--- config.mk ---
export PLATFORM = sky130hd
export DESIGN_NAME = circular_deque
export DESIGN_NICKNAME = d
export VERILOG_FILES = /design/src/rtl/cdq_pkg.sv /design/src/rtl/circular_deque.sv /design/src/rtl/cdq_cell.sv
export SDC_FILE = /design/constraint.sdc
export NUM_CORES = 1
export LEC_CHECK = 0
export BUFFER_PORTS_ARGS = -buffer_cell sky130_fd_sc_hd__buf_4
export CAP_MARGIN = 20
export CORE_MARGIN = 1.5
export CORE_UTILIZATION = 27
export DETAILED_ROUTE_END_ITERATION = 16
export GPL_TIMING_DRIVEN = 1
export PLACE_DENSITY_LB_ADDON = 0.2
export SLEW_MARGIN = 25
export SYNTH_ARGS = -nofsm -noshare
export SYNTH_HDL_FRONTEND = slang
export SYNTH_HIERARCHICAL = 1
export SYNTH_SLANG_ARGS = --single-unit
--- constraint.sdc ---
create_clock -name clk -period 12.5 [get_ports clk]
set_clock_uncertainty 0.05 [all_clocks]
set_input_delay 1.875 -clock clk [delete_from_list [all_inputs] [get_ports clk]]
set_output_delay 1.875 -clock clk [all_outputs]
set_load 0.01 [all_outputs]
--- src/rtl/cdq_pkg.sv ---
// Shared types and codes for the circular deque.
`timescale 1ns / 1ps

package cdq_pkg;

    typedef enum logic [1:0] {
        ACT_PUSH_FRONT = 2'd0,
        ACT_PUSH_REAR  = 2'd1,
        ACT_POP_FRONT  = 2'd2,
        ACT_POP_REAR   = 2'd3
    } action_t;

    typedef enum logic [1:0] {
        ST_DONE  = 2'd0,
        ST_FULL  = 2'd1,
        ST_EMPTY = 2'd2
    } status_t;

    typedef enum logic [2:0] {
        OP_HOLD,
        OP_PUSH_FRONT,
        OP_PUSH_REAR,
        OP_POP_FRONT,
        OP_POP_REAR
    } cell_op_t;

endpackage

--- src/rtl/circular_deque.sv ---
// Top level of the circular deque: cell chain, operation sequencer and result register.
//
//   channel  | handshake            | payload
//   ---------+----------------------+----------------------------------
//   input    | in_valid / in_ready  | action, value
//   output   | out_valid / out_ready| status, removed_value, occupancy
//
// Elements sit left-justified in the cell chain, the front in cell 0.
// Pushes, front pops and failed operations keep the sequencer idle; their result
// is loaded as they are accepted. A successful rear pop enters the collect state:
// the rear element travels down the collect stages of the chain, one cell per
// cycle, to cell 0, and is loaded once tick_reg reaches DEPTH and the output is free.
// Reset empties the deque; a stalled result holds in_ready low.
`timescale 1ns / 1ps

module circular_deque #(
    parameter int DEPTH = 8
) (
    input  logic               clk,
    input  logic               rst_n,
    input  logic               in_valid,
    output logic               in_ready,
    input  logic [1:0]         action,
    input  logic signed [31:0] value,
    output logic               out_valid,
    input  logic               out_ready,
    output logic [1:0]         status,
    output logic signed [31:0] removed_value,
    output logic [3:0]         occupancy
);

    localparam int CW = $clog2(DEPTH + 1);

    typedef enum logic {
        S_IDLE,
        S_COLLECT
    } state_t;

    state_t              state_reg;
    state_t              state_next;
    logic [CW-1:0]       count_reg;
    logic [CW-1:0]       count_next;
    logic [CW-1:0]       tick_reg;
    logic [CW-1:0]       tick_next;
    logic                out_valid_reg;
    logic [1:0]          status_reg;
    logic signed [31:0]  removed_reg;
    logic [3:0]          occupancy_reg;

    cdq_pkg::cell_op_t   op;
    cdq_pkg::status_t    st;
    logic signed [31:0]  rem;
    logic                load;
    logic                accept;
    logic                out_free;
    logic                full;
    logic                empty;
    logic [CW+3:0]       count_ext;

    logic signed [31:0]  cell_val [DEPTH];
    logic                cell_vld [DEPTH];
    logic signed [31:0]  cell_col [DEPTH];

    genvar g;
    generate
        for (g = 0; g < DEPTH; g++)
        begin : g_cell
            logic signed [31:0] lval;
            logic               lvld;
            logic signed [31:0] rval;
            logic               rvld;
            logic signed [31:0] rcol;

            if (g == 0)
            begin : g_first
                assign lval = value;
                assign lvld = 1'b1;
            end
            else
            begin : g_mid_l
                assign lval = cell_val[g-1];
                assign lvld = cell_vld[g-1];
            end

            if (g == DEPTH - 1)
            begin : g_last
                assign rval = '0;
                assign rvld = 1'b0;
                assign rcol = '0;
            end
            else
            begin : g_mid_r
                assign rval = cell_val[g+1];
                assign rvld = cell_vld[g+1];
                assign rcol = cell_col[g+1];
            end

            cdq_cell u_cell (
                .clk       (clk),
                .rst_n     (rst_n),
                .op        (op),
                .push_val  (value),
                .left_val  (lval),
                .left_vld  (lvld),
                .right_val (rval),
                .right_vld (rvld),
                .right_col (rcol),
                .val       (cell_val[g]),
                .vld       (cell_vld[g]),
                .col       (cell_col[g])
            );
        end
    endgenerate

    assign full     = cell_vld[DEPTH-1];
    assign empty    = !cell_vld[0];
    assign out_free = !out_valid_reg || out_ready;
    assign in_ready = (state_reg == S_IDLE) && out_free;
    assign accept   = in_valid && in_ready;

    always_comb
    begin
        op         = cdq_pkg::OP_HOLD;
        st         = cdq_pkg::ST_DONE;
        rem        = '0;
        load       = 1'b0;
        count_next = count_reg;
        tick_next  = tick_reg;
        state_next = state_reg;
        case (state_reg)
            S_IDLE:
            begin
                if (accept)
                begin
                    case (cdq_pkg::action_t'(action))
                        cdq_pkg::ACT_PUSH_FRONT,
                        cdq_pkg::ACT_PUSH_REAR:
                        begin
                            load = 1'b1;
                            if (full)
                            begin
                                st = cdq_pkg::ST_FULL;
                            end
                            else
                            begin
                                op = (cdq_pkg::action_t'(action) == cdq_pkg::ACT_PUSH_FRONT)
                                     ? cdq_pkg::OP_PUSH_FRONT : cdq_pkg::OP_PUSH_REAR;
                                count_next = count_reg + CW'(1);
                            end
                        end
                        cdq_pkg::ACT_POP_FRONT:
                        begin
                            load = 1'b1;
                            if (empty)
                            begin
                                st = cdq_pkg::ST_EMPTY;
                            end
                            else
                            begin
                                op         = cdq_pkg::OP_POP_FRONT;
                                rem        = cell_val[0];
                                count_next = count_reg - CW'(1);
                            end
                        end
                        default:
                        begin
                            if (empty)
                            begin
                                load = 1'b1;
                                st   = cdq_pkg::ST_EMPTY;
                            end
                            else
                            begin
                                tick_next  = '0;
                                state_next = S_COLLECT;
                            end
                        end
                    endcase
                end
            end
            S_COLLECT:
            begin
                if (tick_reg != CW'(DEPTH))
                begin
                    tick_next = tick_reg + CW'(1);
                end
                else if (out_free)
                begin
                    op         = cdq_pkg::OP_POP_REAR;
                    rem        = cell_col[0];
                    load       = 1'b1;
                    count_next = count_reg - CW'(1);
                    state_next = S_IDLE;
                end
            end
            default:
            begin
                state_next = S_IDLE;
            end
        endcase
    end

    assign count_ext = {4'b0000, count_next};

    always_ff @(posedge clk or negedge rst_n)
    begin
        if (!rst_n)
        begin
            state_reg     <= S_IDLE;
            count_reg     <= '0;
            tick_reg      <= '0;
            out_valid_reg <= 1'b0;
            status_reg    <= '0;
            removed_reg   <= '0;
            occupancy_reg <= '0;
        end
        else
        begin
            state_reg <= state_next;
            count_reg <= count_next;
            tick_reg  <= tick_next;
            if (load)
            begin
                out_valid_reg <= 1'b1;
                status_reg    <= st;
                removed_reg   <= rem;
                occupancy_reg <= count_ext[3:0];
            end
            else if (out_ready)
            begin
                out_valid_reg <= 1'b0;
            end
        end
    end

    assign out_valid     = out_valid_reg;
    assign status        = status_reg;
    assign removed_value = removed_reg;
    assign occupancy     = occupancy_reg;

endmodule

--- src/rtl/cdq_cell.sv ---
// One storage cell of the deque chain, holding one element and its rear-collect stage.
`timescale 1ns / 1ps

module cdq_cell (
    input  logic                clk,
    input  logic                rst_n,
    input  cdq_pkg::cell_op_t   op,
    input  logic signed [31:0]  push_val,
    input  logic signed [31:0]  left_val,
    input  logic                left_vld,
    input  logic signed [31:0]  right_val,
    input  logic                right_vld,
    input  logic signed [31:0]  right_col,
    output logic signed [31:0]  val,
    output logic                vld,
    output logic signed [31:0]  col
);

    logic signed [31:0] val_reg;
    logic signed [31:0] val_next;
    logic               vld_reg;
    logic               vld_next;
    logic signed [31:0] col_reg;
    logic signed [31:0] col_next;
    logic               is_last;

    assign is_last = vld_reg && !right_vld;

    always_comb
    begin
        val_next = val_reg;
        vld_next = vld_reg;
        case (op)
            cdq_pkg::OP_PUSH_FRONT:
            begin
                val_next = left_val;
                vld_next = left_vld;
            end
            cdq_pkg::OP_PUSH_REAR:
            begin
                if (!vld_reg && left_vld)
                begin
                    val_next = push_val;
                    vld_next = 1'b1;
                end
            end
            cdq_pkg::OP_POP_FRONT:
            begin
                val_next = right_val;
                vld_next = right_vld;
            end
            cdq_pkg::OP_POP_REAR:
            begin
                if (is_last)
                begin
                    vld_next = 1'b0;
                end
            end
            default:
            begin
                val_next = val_reg;
                vld_next = vld_reg;
            end
        endcase
        col_next = is_last ? val_reg : right_col;
    end

    always_ff @(posedge clk or negedge rst_n)
    begin
        if (!rst_n)
        begin
            vld_reg <= 1'b0;
        end
        else
        begin
            vld_reg <= vld_next;
        end
    end

    always_ff @(posedge clk)
    begin
        val_reg <= val_next;
        col_reg <= col_next;
    end

    assign val = val_reg;
    assign vld = vld_reg;
    assign col = col_reg;

endmodule

==> impl_metrics.json <==
{
  "hold_path.startpoint": "g_cell[4].u_cell/col[10]",
  "crit_arrival_ns": 5.75,
  "ys_async_sr_fraction": 0.09859,
  "final_common_cell": "mux2_4",
  "critPathMaxFanout": 124,
  "layout-drive-gt1-share": 0.5275,
  "rsz0062_at_grt": "false",
  "io_pins": 78,
  "drt-initial-drc-count": 883,
  "firstDrtPassIters": 8,
  "max_freq_mhz": 179.8,
  "cts_tree": "built",
  "multi_input_area_um2": 12250,
  "avgRoutedWirePerCell_um": 21.76,
  "min_period_ns": 5.562,
  "portBuffers": 77,
  "hold_buffers": 0,
  "remaining_drc_errors": 0,
  "hold_path.class": "reg -> reg",
  "clk_path_buf_depth": 3,
  "crit_path_start_kind": "input pin",
  "maxSlewViolCount": 0,
  "setup-tns-final_ns": 0,
  "drt.antenna.violating_nets": 0,
  "clock-root-buffer": "clkbuf_16",
  "num_rows": 116,
  "worst_pin_slew_ns": 1.052,
  "grt_max_degree": 125,
  "cts_max_level": 3,
  "vias": 14170,
  "seqCellArea_um2": 14210,
  "gp_congestion": 0.7245,
  "fin_nets": 1857,
  "viasPerCell": 4.470,
  "grt_util_all_layers": 0.1349,
  "p_leak_nw": 12.32,
  "die_area_um2": 102600,
  "irDropWorstVdd_mv": 0.09498,
  "n_antenna_cell": 0,
  "min_period_over_period": 0.4449,
  "worstSetupEndpointType": "register",
  "ys_types": 51,
  "die_x_um": 320.3,
  "crit_type": "in -> reg",
  "maxCapViolCount": 0,
  "syn_avg_cell_area_um2": 16.15,
  "status": "finished, final reports clean",
  "utilization": 0.3138,
  "wl_um": 68970,
  "relSlewSlack": 0.2984,
  "syn2layout_area_growth_pct": 15.30,
  "required_ns": 12.69,
  "cts_sinks": 568,
  "synth_flop_cell": "edfxtp_1",
  "hold_violations": 0,
  "clk_pin_slew_ns": 0.06,
  "final_cell_mix": "mux2_4 (456), mux2_2 (298), dfxtp_1 (256), edfxtp_1 (256), buf_4 (103)",
  "cts_made_buffers": 68,
  "coreArea_um2": 99860,
  "final-setup-viol-count": 0,
  "synth_seq_area_share": 0.5230,
  "die_h_um": 320.3,
  "synth.top_cell.area_share": 0.2828,
  "worstReg2RegStart": "state_reg",
  "cts_resized": 0,
  "syn_inst": 1683,
  "crit_start": "out_ready",
  "antenna_found_initial": 2,
  "dp_hpwl_um": 38340,
  "yosysTopAreaCell": "edfxtp_1",
  "grt_pass1_vias": 14970,
  "gr-total-overflow": 0,
  "synth_area_um2": 27180,
  "grt_pass1_wl_um": 103000,
  "start_util": 0.2722,
  "ys_top_cells_by_area": "edfxtp_1 (28%), mux2_4 (25%), dfxtp_1 (19%)",
  "ys_warn_count": 6,
  "clk_latency_ns": 0.61,
  "p_per_area_nw_per_um2": 215.2,
  "num-fill-cells": 9783,
  "ys_seq_elements": 568,
  "synth-edff-count": 256,
  "cts_setup_buffers": 0
}
## kinds of logic (layout without fill, tap and decap cells)
logic type	after synthesis	in the layout	share of synthesized area
DFF	568	568	0.5230
adders and majority gates	4	4	0.001842
buffers and inverters	156	276	0.04438
other	2	70	0.0002763
xor gates and xnor gates	6	6	0.001934
AOI/OAI and AO/OA	87	87	0.02578
and+or+nand+nor	82	82	0.01786
muxes	778	778	0.3850
## stage by stage
| stage | setup slack [ns] | std cells | hold slack (ns) | power [mW] | instance area, µm² |
|---|---|---|---|---|---|
| floorplan | 6.265 | 1751 | 0.3668 | 4.227 | 27430 |
| finish | 6.938 | 3169 | 0.3816 | 6.743 | 31340 |
| global placement | 6.312 | 3042 | 0.3754 | 4.786 | 29050 |
| detailed placement | 6.346 | 3042 | 0.3762 | 4.804 | 29050 |
| CTS | 6.957 | 3168 | 0.3774 | 6.860 | 31310 |
| global route | 6.687 | 3169 | 0.4030 | 7.104 | 31340 |
## power by group
group	leakage (nW)	switching, mW	total [mW]	internal (mW)
Sequential	5.20	0.273	2.86	2.58
Combinational	6.02	0.859	1.88	1.02
Clock	1.10	0.799	2.00	1.20
Total	12.3	1.93	6.74	4.81
## area by class of cell
cell class	count	area share
flip-flops and latches	568	0.4536
repair buffers	105	0.02619
inverters	45	0.005390
clock inverters	17	0.006947
well taps	1298	0.05182
multi-input cells	1027	0.3910
clock buffers	109	0.06508
## worst max-delay path, stage by stage
cell	delay (ns)
buf_4	0.09
nand2b_1	0.22
nand2b_1	0.24
nor4_2	0.41
buf_12	0.61
buf_4	0.82
inv_1	0.21
a21oi_4	0.50
buf_4	0.51
## cell usage after synthesis, drive strengths merged, types with 2 or more instances
cell type and count:
a21o 2, a21oi 20, a222oi 40, a22o 2, buf 91, clkbuf 20, conb 2, dfrtp 56
dfxtp 256, edfxtp 256, ha 4, inv 45, mux2 770, mux2i 8, nand2 10, nand2b 15
nand3 6, nand3b 11, nor2 8, nor2b 20, nor3 2, nor4 2, o21ai 5, o31ai 8
or3 2, xnor2 2, xor2 4
## layer usage
metal | wire [µm] | share of wire | GRT usage
met5 | 23 | 0.00033 | 0
met4 | 1183 | 0.017 | 0.03570
met3 | 3082 | 0.045 | 0.03006
met2 | 31640 | 0.46 | 0.2134
met1 | 33040 | 0.48 | 0.1848
## final timing paths
check                                      endpoint  cells after the start  slack (ns)
setup / recovery            g_cell[5].u_cell/val[6]                      9        6.94
hold / removal             g_cell[3].u_cell/col[10]                      1        0.38
setup reg to reg            g_cell[5].u_cell/val[6]                      8        7.60
hold reg to reg            g_cell[3].u_cell/col[10]                      1        0.38
max in group asynchronous         removed_value[15]                      2       10.21
min in group asynchronous         removed_value[10]                      1        1.15
Note: power is estimated with default switching activity, not from simulation.
